$ cat src/rtl/assert_macros.svh
// assertion macros shared by the rtl files
// no dependencies
`ifndef ASSERT_MACROS_SVH
`define ASSERT_MACROS_SVH

// plain property, disabled in reset
`define TTB_ASSERT(lbl, clk, rstn, prop, msg) \
  lbl: assert property (@(posedge clk) disable iff (!rstn) (prop)) else $error(msg);

// implication, disabled in reset
`define TTB_ASSERT_IMP(lbl, clk, rstn, ante, cons, msg) \
  lbl: assert property (@(posedge clk) disable iff (!rstn) (ante) |-> (cons)) else $error(msg);

// next-cycle implication, disabled in reset
`define TTB_ASSERT_NEXT(lbl, clk, rstn, ante, cons, msg) \
  lbl: assert property (@(posedge clk) disable iff (!rstn) (ante) |=> (cons)) else $error(msg);

`endif

$ cat src/rtl/ttb_pkg.sv
// types, constants and helpers for the triangle tangent/bitangent block
// no dependencies
package ttb_pkg;

  localparam int DELTA_W = 33;
  localparam int PROD_W  = 2 * DELTA_W;
  localparam int SUM_W   = PROD_W + 1;
  localparam int QDEPTH  = 2;

  typedef struct packed {
    logic               mesh_start;
    logic signed [31:0] pos_x;
    logic signed [31:0] pos_y;
    logic signed [31:0] pos_z;
    logic signed [31:0] tex_u;
    logic signed [31:0] tex_v;
    logic signed [31:0] norm_x;
    logic signed [31:0] norm_y;
    logic signed [31:0] norm_z;
  } in_beat_t;

  typedef struct packed {
    logic signed [31:0] tangent_x;
    logic signed [31:0] tangent_y;
    logic signed [31:0] tangent_z;
    logic signed [31:0] bitangent_x;
    logic signed [31:0] bitangent_y;
    logic signed [31:0] bitangent_z;
    logic               degenerate;
  } out_beat_t;

  // one triangle's work, passed from front to back
  typedef struct packed {
    logic [2:0][DELTA_W-1:0] e1;
    logic [2:0][DELTA_W-1:0] e2;
    logic [DELTA_W-1:0]      du1;
    logic [DELTA_W-1:0]      dv1;
    logic [DELTA_W-1:0]      du2;
    logic [DELTA_W-1:0]      dv2;
    logic [2:0][31:0]        n0;
  } job_t;

  typedef enum logic [3:0] {
    S_IDLE, S_DEN_A, S_DEN_B, S_DEN_C, S_NUM_A, S_NUM_B, S_NUM_C,
    S_DIV, S_BT_A, S_BT_B, S_BT_C, S_OUT
  } back_state_t;

  localparam logic [1:0] SLOT_V0     = 2'd0;
  localparam logic [1:0] SLOT_V1     = 2'd1;
  localparam logic [1:0] SLOT_V2     = 2'd2;
  localparam logic [1:0] SLOT_UNUSED = 2'd3;

  // saturate a wide signed value to 32 bits
  function automatic logic [31:0] sat32(input logic [SUM_W-1:0] x);
    logic [31:0] r;
    if (!x[SUM_W-1] && (|x[SUM_W-2:31])) begin
      r = 32'h7FFF_FFFF;
    end else if (x[SUM_W-1] && !(&x[SUM_W-2:31])) begin
      r = 32'h8000_0000;
    end else begin
      r = x[31:0];
    end
    return r;
  endfunction

endpackage

$ cat src/rtl/ttb_queue.sv
// short job queue between front and back
// depends on ttb_pkg, assert_macros.svh
`include "assert_macros.svh"
module ttb_queue (
  input  logic          clk,
  input  logic          rst_n,
  input  logic          push,
  input  ttb_pkg::job_t push_job,
  output logic          full,
  output logic          avail,
  input  logic          pop,
  output ttb_pkg::job_t pop_job
);
  import ttb_pkg::*;

  job_t       mem [QDEPTH];
  logic       wp_r, wp_nxt, rp_r, rp_nxt;
  logic [1:0] cnt_r, cnt_nxt;

  assign full    = (cnt_r == 2'(QDEPTH));
  assign avail   = (cnt_r != 2'd0);
  assign pop_job = mem[rp_r];

  // pointers and fill count
  always_comb begin
    wp_nxt  = push ? ~wp_r : wp_r;
    rp_nxt  = pop ? ~rp_r : rp_r;
    cnt_nxt = cnt_r + 2'(push) - 2'(pop);
  end

  always_ff @(posedge clk) begin
    if (!rst_n) begin
      wp_r  <= 1'b0;
      rp_r  <= 1'b0;
      cnt_r <= 2'd0;
    end else begin
      wp_r  <= wp_nxt;
      rp_r  <= rp_nxt;
      cnt_r <= cnt_nxt;
    end
  end

  always_ff @(posedge clk) begin
    if (push) mem[wp_r] <= push_job;
  end

  `TTB_ASSERT(a_cnt_bound, clk, rst_n, cnt_r <= 2'(QDEPTH), "queue over depth")
  `TTB_ASSERT_IMP(a_no_overrun, clk, rst_n, full, !push, "push into full queue")
  `TTB_ASSERT_IMP(a_no_underrun, clk, rst_n, !avail, !pop, "pop from empty queue")

endmodule

$ cat config.mk
export PLATFORM = sky130hd
export DESIGN_NAME = ttb_queue
export DESIGN_NICKNAME = d
export VERILOG_FILES = /design/src/rtl/ttb_pkg.sv /design/src/rtl/ttb_queue.sv
export VERILOG_INCLUDE_DIRS = /design/src /design/src/rtl
export SDC_FILE = /design/constraint.sdc
export NUM_CORES = 1
export LEC_CHECK = 0
export ABC_CLOCK_PERIOD_IN_PS = 31000
export BUFFER_PORTS_ARGS = -buffer_cell sky130_fd_sc_hd__buf_2
export CAP_MARGIN = 20
export CORE_AREA = 10 10 325 327
export CTS_CLUSTER_DIAMETER = 80
export DETAILED_ROUTE_END_ITERATION = 6
export DIE_AREA = 0 0 335 337
export PLACE_DENSITY_LB_ADDON = 0.3
export SLEW_MARGIN = 10
export SYNTH_ARGS = -nofsm -noshare
export SYNTH_HDL_FRONTEND = slang
export SYNTH_SLANG_ARGS = --single-unit
$ cat constraint.sdc
create_clock -name clk -period 31 [get_ports clk]
set_input_delay 1.55 -clock clk [delete_from_list [all_inputs] [get_ports clk]]
set_output_delay 1.55 -clock clk [all_outputs]
set_load 0.03 [all_outputs]
Yosys cells after proc, flatten, opt, wreduce, memory -nomap -nowiden
Memories as Yosys holds them, arrays and structs flattened. A register that Yosys moved wholly into a read port is not among the register bits. Index checks and enable logic that the tools add are counted.

Add/sub/neg operators: 2. Equal/unequal tests: 1. Multiplexer cells: 4. Bitwise gates (word level): 2. Reductions and logical operators: 1.

Operator list (count): 1-bit 2-to-1 mux (4); 2-bit by 1-bit adder with 2-bit output (1); 2-bit equality test, second input constant (1); 1-bit inverter (2); 2-bit nonzero test (1); 2-bit by 1-bit subtractor with 2-bit output (1).

Register bits: 4. RAM bits: 852. Input bits: 430. Output and inout port bits: 428. Word-level logic and storage cells: 14. Memories kept: 1.

Memory list: mem (words 2, width 426, read ports 1, clocked after memory_dff 1, wr ports 1, line ttb_queue.sv:16) `job_t mem [QDEPTH];`.

Longest topological paths before layout
Depth after elaboration: 3. Gate-level depth with buffers: 6.

Worst setup path after synthesis
Ideal clock, no wire load.

Kind: in2reg. Start point: input push. End point: register wp_r. Setup time: 146 ps. Arrival time: 21145 ps. Path slack: 9709 ps. Cell stages on the path: 2. Path buffers: 0. Path through: nor2b_1 > o21a_1.

RTL lines: start: declaration (line ttb_queue.sv:7) `input logic push,`; end signal: assignment (line ttb_queue.sv:37) `wp_r <= wp_nxt;`; end: declaration (line ttb_queue.sv:17) `logic wp_r, wp_nxt, rp_r, rp_nxt;`.

==> results.md <==
- I/O pins: 858
- DR vias: 16100
- RSZ-0062 raised after global routing: no
- Max rail drop VDD: a little under 0.00005 V
- Final slew viol count: 0
- # H-tree levels: 3
- WP data required: between 20000 and 30000 ps
- CP max-delay cell: dfxtp_4
- Worst path arrival time: between 4000 and 5000 ps
- Main synth FF type: edfxtp_1
- Clk_lat worst skew: 640 ps
- Crit start category: flip-flop
- Grt ovf: 0
- Fmax: 0.175 GHz
- Setup_tns: 0 ps
- Post-CTS Hold Buffers: 0
- Mapped cell area: 30900 µm²
- CTS tree: yes
- Initial Util: 31.2%
- Setup WS post-layout: 25270 ps
- Total CTS buffers: 91
- CP max FO: 76
- Postcts setup bufs: 0
- Cell count of the worst reg-to-reg path: 4
- Clk pin slew, worst setup/hold paths: about 50 ps
- Origin of the critical flop-to-flop path: wp_r
- Area share of the largest cell type after synthesis: slightly above 80%
- Static leakage: 14.6 nW
- DRC Markers: 0
- Setup Skew: 19.6 ps
- Sequential area share after synthesis: between 80% and 90%
- Mapped Nets: around 1800
- Share of flip-flops with an asynchronous set or reset: 0%
- Area of the multi-input gates: 4930 µm²
- Count leader, synth: edfxtp_1
- Worst-path cell chain: buf_4 > buf_4 > mux2_2 > buf_2
- Core area: 99300 µm²
- Syn. warnings: 0
- Status: finished clean
- Storage cell area: 25700 µm²
- Dpl ws: 25560 ps
- First-pass GRT wire length: 114000 µm
- WL final: about 80000 µm
- Initial antenna violation count: 28
- Die ar.: 113000 µm²
- Hold Crit Class: flip-flop to flip-flop
- Final HPWL DP: 58800 µm
- Worst setup path end: pop_job[40]
- Syn_area_per_cell: ~23 µm²
- Post-CTS Resized: 0
- Total power: about 0.0028 W
- Distinct cells, synth: 14
- MaxCap Viol Count: 0
- Cell Rows: roughly 120
- Slew headroom: between 20 and 30%
- Fillers: 9084
- Post-synth EDFFs: approximately 850
- Post-synth top cells: edfxtp_1 (852), mux2_2 (416), buf_2 (31)
- Final setup viols: 0
- Flop2flop setup slack: 26890 ps
- Worst path most repeated cell: buf_4
- Root buffer cell: clkbuf_16
- P&R area growth vs syn: 28.0%
- Max incr delay on CP: 990 ps
- Flop and latch count out of synthesis: 857
- DRT iter0 DRCs: 893
- Post-Place Cells: 3470
- CTS sink cnt: 857
- Vias in the first global route: between 15000 and 20000
- Final ANT Viol Nets: 0
- Slew @ Worst Pin: 1090 ps
- Period utilization: between 10% and 20%
- Pre-antenna DRT Iters: 4
- Clk buf depth: 3
- Min cycle time layout: between 5000 and 6000 ps
- Dominant cells by area after synthesis: edfxtp_1 (83%), mux2_2 (15%), buf_6 (0.58%), buf_2 (0.50%), mux2_1 (0.36%)
- Final count of hold timing violations: 0
- Area leader, netlist: edfxtp_1
- Crit. End Element: primary output
- RD Place Congestion: 0.796
- GRT Total Usage: 13.6%
- Final net count: around 2700
- Post-synthesis cell count: about 1300
- PwrDens: 69.6 nW/µm²
- Hold_ws: 574 ps
- Fin cells: 3651
- DR WL/cell: 22.3 µm
- Reg-to-reg critical path endpoint: mem[1][370]
- Largest net degree at the start of global routing: 155
- Die span in y: 337 µm
- Layout cells sized above 1: 60.5%
- Die width: 335 µm
- Crit Path Category: flip-flop to primary output
- I/O Buffers: between 800 and 900
- Vias per Instance: around 4.4
## cells in the final DEF (no fill, tap or decap), types with 3 or more instances in the layout
master,synthesis,routed
buf_4,0,15
bufinv_16,0,7
dfxtp_1,5,4
nor2b_1,4,3
clkbuf_16,0,94
clkinv_2,0,7
clkinv_1,0,27
edfxtp_1,852,852
mux2_1,10,10
mux2_2,416,416
buf_2,31,857
clkinv_8,0,5
diode_2,0,19
clkbuf_1,0,17
and2_1,4,3
## power breakdown
part	internal, W	switching [W]	leakage, nW
clock	0.000612	0.000431	1.40
combinational	0.000119	0.000237	5.13
sequential	0.00134	0.0000163	8.04
## worst min-delay path by stage
stage	startpoint	end	slack (ps)	cells after the start
3_3_place_gp	rp_r	flip-flop	560	2
3_5_place_dp	rp_r	flip-flop	560	2
5_1_grt	rp_r	flip-flop	590	2
4_1_cts	rp_r	flip-flop	570	2
6_report	rp_r	flip-flop	570	2
2_1_floorplan	rp_r	flip-flop	550	2
## state kept, by name, indices dropped and copies added (netlist names), named ones only
signal and flops:
cnt_r 2, mem 852, rp_r 1, wp_r 1
## stage by stage
step           cell area [µm²]  util (%)
4_1_cts                  39600      39.8
3_3_place_gp             36700      36.9
2_1_floorplan            30900         -
6_report                 39600      39.9
3_5_place_dp             36700      36.9
5_1_grt                  39600      39.9
## cells by family after synthesis
logic type                 count (synthesis)  share of synthesized area, %
xor gates and xnor gates                   2                         0.101
and+or+nand+nor                            9                         0.182
AOI/OAI and AO/OA                          1                        0.0243
muxes                                    426                          15.5
adders and majority gates                  2                        0.0809
DFF                                      857                          83.0
buffers and inverters                     49                          1.11
## worst max-delay path: cells and delay by family (launching register included)
kind	cells	cell delay (ps)
muxes	1	430
buffers and inverters	3	1950
DFF	1	990
## routing by layer
metal	up-vias	GRT usage, %	wire length (µm)
li1	7265	-	-
met1	8028	13.8	28100
met2	615	24.0	42700
met3	154	5.67	7560
met4	20	6.50	2700
met5	-	0	124
## final cells by class
type / count / share of cell area (%)
multi-input cells: 440 / 12.4
flip-flops and latches: 857 / 64.9
diodes: 19 / 0.120
repair buffers: 873 / 11.2
clock buffers: 111 / 6.10
clock inverters: 51 / 1.19
inverters: 2 / 0.0190
well taps: 1298 / 4.10
Power figures use the tool's default switching activity.
