[src/rtl/assert_macros.svh]
// assertion macros shared by the rtl files
// no dependencies
`ifndef ASSERT_MACROS_SVH
`define ASSERT_MACROS_SVH

// plain property, disabled in reset
`define TTB_ASSERT(lbl, clk, rstn, prop, msg) \
  lbl: assert property (@(posedge clk) disable iff (!rstn) (prop)) else $error(msg);

// implication, disabled in reset
`define TTB_ASSERT_IMP(lbl, clk, rstn, ante, cons, msg) \
  lbl: assert property (@(posedge clk) disable iff (!rstn) (ante) |-> (cons)) else $error(msg);

// next-cycle implication, disabled in reset
`define TTB_ASSERT_NEXT(lbl, clk, rstn, ante, cons, msg) \
  lbl: assert property (@(posedge clk) disable iff (!rstn) (ante) |=> (cons)) else $error(msg);

`endif

[src/rtl/ttb_pkg.sv]
// types, constants and helpers for the triangle tangent/bitangent block
// no dependencies
package ttb_pkg;

  localparam int DELTA_W = 33;
  localparam int PROD_W  = 2 * DELTA_W;
  localparam int SUM_W   = PROD_W + 1;
  localparam int QDEPTH  = 2;

  typedef struct packed {
    logic               mesh_start;
    logic signed [31:0] pos_x;
    logic signed [31:0] pos_y;
    logic signed [31:0] pos_z;
    logic signed [31:0] tex_u;
    logic signed [31:0] tex_v;
    logic signed [31:0] norm_x;
    logic signed [31:0] norm_y;
    logic signed [31:0] norm_z;
  } in_beat_t;

  typedef struct packed {
    logic signed [31:0] tangent_x;
    logic signed [31:0] tangent_y;
    logic signed [31:0] tangent_z;
    logic signed [31:0] bitangent_x;
    logic signed [31:0] bitangent_y;
    logic signed [31:0] bitangent_z;
    logic               degenerate;
  } out_beat_t;

  // one triangle's work, passed from front to back
  typedef struct packed {
    logic [2:0][DELTA_W-1:0] e1;
    logic [2:0][DELTA_W-1:0] e2;
    logic [DELTA_W-1:0]      du1;
    logic [DELTA_W-1:0]      dv1;
    logic [DELTA_W-1:0]      du2;
    logic [DELTA_W-1:0]      dv2;
    logic [2:0][31:0]        n0;
  } job_t;

  typedef enum logic [3:0] {
    S_IDLE, S_DEN_A, S_DEN_B, S_DEN_C, S_NUM_A, S_NUM_B, S_NUM_C,
    S_DIV, S_BT_A, S_BT_B, S_BT_C, S_OUT
  } back_state_t;

  localparam logic [1:0] SLOT_V0     = 2'd0;
  localparam logic [1:0] SLOT_V1     = 2'd1;
  localparam logic [1:0] SLOT_V2     = 2'd2;
  localparam logic [1:0] SLOT_UNUSED = 2'd3;

  // saturate a wide signed value to 32 bits
  function automatic logic [31:0] sat32(input logic [SUM_W-1:0] x);
    logic [31:0] r;
    if (!x[SUM_W-1] && (|x[SUM_W-2:31])) begin
      r = 32'h7FFF_FFFF;
    end else if (x[SUM_W-1] && !(&x[SUM_W-2:31])) begin
      r = 32'h8000_0000;
    end else begin
      r = x[31:0];
    end
    return r;
  endfunction

endpackage

[src/rtl/ttb_front.sv]
// front: groups vertices in threes, holds v0/v1 and forms triangle deltas
// depends on ttb_pkg, assert_macros.svh
`include "assert_macros.svh"
module ttb_front (
  input  logic             clk,
  input  logic             rst_n,
  input  logic             in_fire,
  input  ttb_pkg::in_beat_t in_data,
  output logic             push,
  output ttb_pkg::job_t    job
);
  import ttb_pkg::*;

  logic [1:0]       slot_r, slot_nxt, slot_eff;
  logic [7:0][31:0] f_r;
  logic [4:0][31:0] s_r;
  logic [7:0][31:0] v;

  assign v = {in_data.norm_z, in_data.norm_y, in_data.norm_x, in_data.tex_v,
              in_data.tex_u, in_data.pos_z, in_data.pos_y, in_data.pos_x};

  // restart on mesh start or unused slot code
  always_comb begin
    slot_eff = (in_data.mesh_start || slot_r == SLOT_UNUSED) ? SLOT_V0 : slot_r;
    slot_nxt = slot_r;
    if (in_fire) begin
      case (slot_eff)
        SLOT_V0: slot_nxt = SLOT_V1;
        SLOT_V1: slot_nxt = SLOT_V2;
        default: slot_nxt = SLOT_V0;
      endcase
    end
  end

  assign push = in_fire && (slot_eff == SLOT_V2);

  always_ff @(posedge clk) begin
    if (!rst_n) begin
      slot_r <= SLOT_V0;
    end else begin
      slot_r <= slot_nxt;
    end
  end

  // vertex stores
  always_ff @(posedge clk) begin
    if (in_fire && slot_eff == SLOT_V0) f_r <= v;
    if (in_fire && slot_eff == SLOT_V1) s_r <= v[4:0];
  end

  // deltas against v0
  always_comb begin
    for (int i = 0; i < 3; i++) begin
      job.e1[i] = DELTA_W'($signed(s_r[i])) - DELTA_W'($signed(f_r[i]));
      job.e2[i] = DELTA_W'($signed(v[i]))   - DELTA_W'($signed(f_r[i]));
      job.n0[i] = f_r[5+i];
    end
    job.du1 = DELTA_W'($signed(s_r[3])) - DELTA_W'($signed(f_r[3]));
    job.dv1 = DELTA_W'($signed(s_r[4])) - DELTA_W'($signed(f_r[4]));
    job.du2 = DELTA_W'($signed(v[3]))   - DELTA_W'($signed(f_r[3]));
    job.dv2 = DELTA_W'($signed(v[4]))   - DELTA_W'($signed(f_r[4]));
  end

  `TTB_ASSERT_NEXT(a_push_rewinds, clk, rst_n, push, slot_r == SLOT_V0, "slot not rewound")
  `TTB_ASSERT(a_slot_legal, clk, rst_n, slot_r != SLOT_UNUSED, "unused slot code reached")

endmodule

[config.mk]
export PLATFORM = sky130hd
export DESIGN_NAME = ttb_front
export DESIGN_NICKNAME = d
export VERILOG_FILES = /design/src/rtl/ttb_pkg.sv /design/src/rtl/ttb_front.sv
export VERILOG_INCLUDE_DIRS = /design/src /design/src/rtl
export SDC_FILE = /design/constraint.sdc
export NUM_CORES = 1
export LEC_CHECK = 0
export ABC_AREA = 0
export ABC_CLOCK_PERIOD_IN_PS = 20500
export BUFFER_PORTS_ARGS = -buffer_cell sky130_fd_sc_hd__buf_2
export CAP_MARGIN = 25
export CELL_PAD_IN_SITES_DETAIL_PLACEMENT = 0
export CELL_PAD_IN_SITES_GLOBAL_PLACEMENT = 1
export CORE_UTILIZATION = 42
export CTS_CLUSTER_SIZE = 16
export DETAILED_ROUTE_END_ITERATION = 10
export HOLD_SLACK_MARGIN = 0.08
export PLACE_DENSITY_LB_ADDON = 0.1
export SLEW_MARGIN = 20
export SYNTH_ARGS = -nofsm -noshare
export SYNTH_HDL_FRONTEND = slang
export SYNTH_SLANG_ARGS = --single-unit
[constraint.sdc]
create_clock -name clk -period 20.5 [get_ports clk]
set_input_delay 2.05 -clock clk [delete_from_list [all_inputs] [get_ports clk]]
set_output_delay 2.05 -clock clk [all_outputs]
set_load 0.005 [all_outputs]
# [Word-level counts from Yosys, hierarchy flattened]
# Cells that the tools add are included.
[classes] n_eq_ne=3 n_bitwise=0 addsub=10 n_shift=0 n_div=0 muxes=2 n_reduce_logical=5 n_lt_le_gt_ge=0 multipliers=0
[ops] op="$sub 32x32->33" count=10
[ops] op="$eq 2x2->1 const B" count=2
[ops] op="$pmux 2 s2" count=1
[ops] op="$logic_and 1x1->1" count=3
[ops] op="$eq 2x1->1 const B" count=1
[ops] op="$logic_not 2->1" count=1
[ops] op="$mux 2" count=1
[ops] op="$logic_or 1x1->1" count=1
[word_totals] romBits=0 ramBits=0 latch_bits=0 register_bits=418 word_cells=34 n_memories=0 out_inout_bits=427 inputBits=260

# [Depth between registers and ports, before layout]
# Gate-level depths: netlist of run 1.
[logic_depth] depth_word=5 mapped_depth=13 mapped_depth_nobuf=13

# [Worst setup path before layout of run 1]
# No wires, ideal clock.
[synth_timing] path_type="in2reg" from="input in_data[256] (netlist bit)" to="register slot_r[1]" setup_time_ns=0.128 t_arrival_ns=18.472 n_path_buf=0 t_required_ns=20.372 path_stages=2 setup_slack_ns=1.900 cell_sequence="nor4bb_1 o21a_1"
[synth_via] elab_chain_cells=4
[synth_rtl] item="start, declared" line_no="ttb_front.sv:8" source="input ttb_pkg::in_beat_t in_data,"
[synth_rtl] item="$logic_or 1x1->1 *" line_no="ttb_front.sv:24" source="slot_eff = (in_data.mesh_start || slot_r == SLOT_UNUSED) ? SLOT_V0 : slot_r;"
[synth_rtl] item="$mux 2 *" line_no="ttb_front.sv:24"
[synth_rtl] item="$eq 2x1->1 or $logic_not 2->1 (tied branches)" line_no="ttb_front.sv:27" source="case (slot_eff)"
[synth_rtl] item="$pmux 2 s2 *" line_no="ttb_front.sv:27"
[synth_rtl] item="end signal, assigned" line_no="ttb_front.sv:41" source="slot_r <= slot_nxt;"
[synth_rtl] item="end, declared" line_no="ttb_front.sv:14" source="logic [1:0] slot_r, slot_nxt, slot_eff;"
# Every way passes the cells marked *; elsewhere a longest branch is shown, timed or not.
# A chain may end at the register's enable or synchronous reset.

==> results_dict.tcl, run 1 <==
set metrics [dict create \
    outcome "finished clean" \
    power_uw 2686 \
    cts_root_buf "clkbuf_16" \
    place_hpwl_um 69120 \
    gp_congestion 0.9720 \
    end_kind "output port" \
    synth_top_area_cell "edfxtp_1" \
    worstPathRequired_ns 18.45 \
    ff2ff_setup_slack_ns 17.39 \
    holdWs_ns 0.5627 \
    finalNonFillerCells 4431 \
    synth_top_area_frac 0.4296 \
    overflow 0 \
    finalHoldViolCount 0 \
    drc 0 \
    skew_ns 0.02169 \
    post_cts_buffers 0 \
    dr.pass1.iters 5 \
    clk_pin_slew_ns 0.06 \
    setup_viol 0 \
    cellLeakagePower_uw 0.01578 \
    synth_common_cells "edfxtp_1, ha_1, inv_1" \
    drt.antenna.violating_nets 0 \
    antenna_found_initial 23 \
    rsz0062_at_grt "false" \
    ys_top_cells_by_area "edfxtp_1, ha_1, xnor2_1" \
    clock.fmax_mhz 131.3 \
    syn-instance-count 2811 \
    track_usage 0.2330 \
    combPwrFrac 0.288 \
    seq_area_frac_synth 0.4309 \
    yosys_warnings 0 \
    synth_seq_cells 418 \
    min_from "slot_r[0]" \
    switchingPower_uw 821.9 \
    grt_pass1_vias 22441 \
    drv_slew 0 \
    dp_slack_ns 12.80 \
    layout_setup_ws_ns 12.88 \
    maxSlewHeadroom 0.3605 \
    synth_cell_types 75 \
    path_class "in -> out" \
    cts_hold_buf 0 \
    die_h_um 265.1 \
    area_delta_synth_final_pct 19.22 \
    holdPathEnd "slot_r[0]" \
    die_area_um2 70300 \
    whs_path_depth 2 \
    wl_per_cell_um 19.13 \
    ys_async_sr_fraction 0 \
    fin_crit_sh 0.3716 \
    worst_pin_slew_ns 0.9593 \
    intPower_uw 1864 \
    drv_cap 0 \
    drt-total-wl_um 84760 \
    cts.sinks 418 \
    via_per_inst 5.218 \
    power_density_nw_per_um2 77.46 \
    r2r-end "job[14]" \
    first_iter_violations 1088 \
    io_buffers 686 \
    finalNetCount 4034 \
    synth-edff-count 416 \
    cts.path.max_buffers 3 \
    grt_max_degree 72 \
    grt_pass1_wl_um 126900 \
    top_level_ports 687 \
    crit_path_start_kind "primary input" \
    cp.arrival_ns 5.57 \
    placed_cells 4323 \
    r2r-start "slot_r[1]" \
    p_sw_frac 0.3060 \
    die_x_um 265.1 \
    pwr-share-clk 0.339 \
    finalCriticalPeriod_ns 7.618 \
    yosysMostFrequentCell "edfxtp_1" \
    row_count 96 \
    ys.flop_type "edfxtp_1" \
    clk_latency_ns 0.60 \
    share_seq_of_total_power 0.373 \
    syn-num-nets 3401 \
    drive_gt1_frac 0.2269 \
    netlist_area_um2 29080 \
    cts_buffers 50 \
    avgSynthCellArea_um2 10.35 \
    cts_tree "done" \
    fillers 6444 \
    cts_resized 0 \
    tns_ns 0 \
    floorplan.initialDensity 0.4240 \
    vias 23120 \
    critPathMaxFanout 4 \
    worst-r2r-cell-count 4 \
    htree_levels 2 \
    core_area_um2 68590 \
    peakVddDrop_uv 59.97 \
    min_path_type "reg -> reg" \
]
==> worst max-delay path, stage by stage <==
cell,delay (ns)
buf_2,0.11
inv_1,0.06
ha_1,0.26
fa_1,0.25
nor2b_1,0.06
o21ai_1,0.17
a21oi_1,0.13
o31ai_1,0.33
a21boi_0,0.28
a221oi_1,0.75
o21a_1,0.22
o21ai_0,0.11
o41ai_1,0.54
buf_2,0.24
==> worst max-delay path by stage <==
stage          depth (start not counted)  slack (ns)          from         to
2_1_floorplan                          2        1.90  in_data[256]  slot_r[1]
3_3_place_gp                          14       12.75  in_data[192]   job[293]
3_5_place_dp                          14       12.80  in_data[192]   job[293]
4_1_cts                               14       12.78  in_data[192]   job[293]
5_1_grt                               14       12.55  in_data[192]   job[293]
6_report                              14       12.88  in_data[192]   job[293]
==> stage by stage <==
stage            util  instance area (um^2)
3_5_place_dp   0.4808                 32970
5_1_grt        0.5054                 34660
4_1_cts        0.5050                 34640
2_1_floorplan       -                 29080
6_report       0.5055                 34670
3_3_place_gp   0.4808                 32970
==> layer usage <==
metal / vias to the layer above / global-route usage / part of all wire / routed length (um)
met3: 128 / 0.06582 / 0.073 / 6151
met5: - / 0 / 0.0010 / 87
met2: 623 / 0.4105 / 0.49 / 41740
li1: 11513 / - / - / -
met1: 10842 / 0.2748 / 0.41 / 34660
met4: 14 / 0.06702 / 0.025 / 2123
==> registers in the layout, indices dropped and copies added (netlist names) <==
| register | cells |
|---|---|
| f_r | 160 |
| slot_r | 2 |
| s_r | 160 |
| job | 96 |
==> cell usage in the layout (no fill, tap or decap), types with 41 or more instances in the layout <==
master     instances
a21o_1           154
nor2b_1           54
xnor2_1          191
a21oi_1          257
inv_1            263
o21a_1            41
o21ai_0          139
nor2_1           164
buf_2            686
clkbuf_16         50
nand2_1          154
ha_1             320
nand3_1           48
xor2_1            83
edfxtp_1         416
==> layout make-up <==
cell class	instances	area, um^2	share of cell area
antenna	14	35.03	0.001010
clock buffer	58	1281	0.03695
clock inverter	36	381.6	0.01101
inverter	263	987.2	0.02847
multi-input combinational	2018	14800	0.4270
sequential	418	12530	0.3615
tap	931	1165	0.03360
timing repair buffer	693	3486	0.1005
==> power by group through the flow <==
stage / sequential, uW / clock, uW / combinational, uW
4_1_cts: 1000 / 935 / 778
3_5_place_dp: 1020 / 0 / 772
2_1_floorplan: 1030 / 0 / 461
5_1_grt: 1010 / 965 / 851
3_3_place_gp: 1020 / 0 / 768
6_report: 1000 / 910 / 773
==> cell families (layout without fill, tap and decap cells) <==
logic type                 count (synthesis)  count (layout)  synth area share
buffers and inverters                    375            1050           0.06080
muxes                                      4               4          0.001506
DFF                                      418             418            0.4309
adders and majority gates                330             330            0.1446
and+or+nand+nor                          593             593           0.09926
xor gates and xnor gates                 274             274           0.08252
other                                      0              14                 0
AOI/OAI and AO/OA                        817             817            0.1804
No activity file was read; power rests on OpenSTA's default activity.
==> run 2: changes to the inputs <==
--- a/config.mk
+++ b/config.mk
@@ -7,12 +7,12 @@
 export NUM_CORES = 1
 export LEC_CHECK = 0
 export ABC_AREA = 0
-export ABC_CLOCK_PERIOD_IN_PS = 20500
+export ABC_CLOCK_PERIOD_IN_PS = 6400
 export BUFFER_PORTS_ARGS = -buffer_cell sky130_fd_sc_hd__buf_2
 export CAP_MARGIN = 25
 export CELL_PAD_IN_SITES_DETAIL_PLACEMENT = 0
 export CELL_PAD_IN_SITES_GLOBAL_PLACEMENT = 1
-export CORE_UTILIZATION = 42
+export CORE_UTILIZATION = 38
 export CTS_CLUSTER_SIZE = 16
 export DETAILED_ROUTE_END_ITERATION = 10
 export HOLD_SLACK_MARGIN = 0.08
==> constraint.sdc (replaced) <==
create_clock -name clk -period 6.4 [get_ports clk]
set_input_delay 0.64 -clock clk [delete_from_list [all_inputs] [get_ports clk]]
set_output_delay 0.64 -clock clk [all_outputs]
set_load 0.005 [all_outputs]
==> results_dict.tcl, run 2 (synthesis results as in run 1) <==
set metrics [dict create \
    whs_path_depth 1 \
    tns_ns 0 \
    cts_root_buf "clkbuf_16" \
    clk_pin_slew_ns 0.06 \
    skew_ns 0.01047 \
    grt_pass1_vias 22798 \
    worst-r2r-cell-count 3 \
    holdWs_ns 0.2154 \
    intPower_uw 6080 \
    cts_hold_buf 0 \
    finalHoldViolCount 0 \
    die_area_um2 77640 \
    cts_buffers 51 \
    antenna_found_initial 22 \
    setup_viol 0 \
    track_usage 0.2142 \
    fin_util 0.4596 \
    io_buffers 686 \
    cts.sinks 418 \
    power_uw 8729 \
    end_kind "output port" \
    core_area_um2 75820 \
    grt_pass1_wl_um 129800 \
    drv_slew 0 \
    first_iter_violations 1229 \
    die_h_um 278.6 \
    worstPathRequired_ns 5.76 \
    drc 0 \
    outcome "finished clean" \
    switchingPower_uw 2649 \
    top_level_ports 687 \
    place_hpwl_um 69670 \
    regArea_um2 12530 \
    drv_cap 0 \
    vias 23207 \
    cts_tree "done" \
    min_path_type "in -> reg" \
    via_per_inst 5.182 \
    fin_crit_sh 0.8074 \
    share_seq_of_total_power 0.368 \
    maxSlewHeadroom 0.3962 \
    p_sw_frac 0.3035 \
    overflow 0 \
    die_x_um 278.6 \
    drt.antenna.violating_nets 0 \
    peakVddDrop_uv 226.4 \
    clk_latency_ns 0.59 \
    cp.arrival_ns 4.53 \
    layout_common_cells "buf_2, edfxtp_1, ha_1, inv_1, a21oi_1" \
    clock.fmax_mhz 193.5 \
    drive_gt1_frac 0.2278 \
    path_class "reg -> out" \
    pwr-share-clk 0.349 \
    area_delta_synth_final_pct 19.83 \
    cts.path.max_buffers 3 \
    grt_max_degree 135 \
    drt-total-wl_um 86380 \
    multi_input_area_um2 14800 \
    crit_path_start_kind "register" \
    dr.pass1.iters 8 \
    finalNetCount 4034 \
    critPathMaxFanout 4 \
    gp_congestion 0.9037 \
    htree_levels 2 \
    fillers 7304 \
    finalNonFillerCells 4478 \
    worst_pin_slew_ns 0.9058 \
    cts_resized 0 \
    wl_per_cell_um 19.29 \
    floorplan.initialDensity 0.3835 \
    combPwrFrac 0.283 \
    post_cts_buffers 0 \
    power_density_nw_per_um2 250.5 \
    rsz0062_at_grt "false" \
    finalCriticalPeriod_ns 5.167 \
    placed_cells 4369 \
    final_common_cell "buf_2" \
    row_count 101 \
    cellLeakagePower_uw 0.01583 \
]
run 2: path summary, 6_finish.rpt:
path | startpoint | end | slack [ns]
hold reg to reg | slot_r[0] | slot_r[0] | 0.57
hold / removal | in_data[67] | job[3] | 0.22
setup reg to reg | slot_r[0] | s_r[62] | 4.02
setup / recovery | f_r[64] | job[423] | 1.23
run 2: layout make-up:
class,count,share of cell area
clock buffers,56,0.03838
repair buffers,692,0.1009
flip-flops and latches,418,0.3596
multi-input cells,2018,0.4248
well taps,978,0.03512
inverters,263,0.02833
clock inverters,38,0.01178
diodes,15,0.001077
run 2: power by group through the flow:
stage / clock network (uW) / registers [uW] / logic, uW
CTS: 3140 / 3210 / 2490
finish: 3040 / 3210 / 2470
detailed placement: 0 / 3270 / 2470
global route: 3230 / 3220 / 2720
global placement: 0 / 3270 / 2470
floorplan: 0 / 3280 / 1480
run 2: metrics by stage:
step | setup WS, ns | instance area (um^2)
2_1_floorplan | 0.1441 | 29100
3_3_place_gp | 1.708 | 33060
3_5_place_dp | 1.717 | 33060
4_1_cts | 1.307 | 34810
5_1_grt | 0.9738 | 34830
6_report | 1.233 | 34850
run 2: critical path: stages (launching register included):
cell and delay, ns:
edfxtp_1 0.40, ha_1 0.26, fa_1 0.42, nand2b_1 0.16
a21boi_0 0.25, o21ai_1 0.19, a211o_1 0.35, a21o_1 0.23
o31ai_1 0.78, nor2_1 0.14, o22ai_1 0.26, a211oi_1 0.15
xnor2_1 0.21, buf_2 0.16
run 2: routing by layer:
metal / wire length, um / track usage / up-vias
met4: 2351 / 0.06861 / 8
li1: - / - / 11522
met2: 42110 / 0.3729 / 606
met1: 36420 / 0.2612 / 10940
met5: 56 / 0 / -
met3: 5448 / 0.04795 / 131
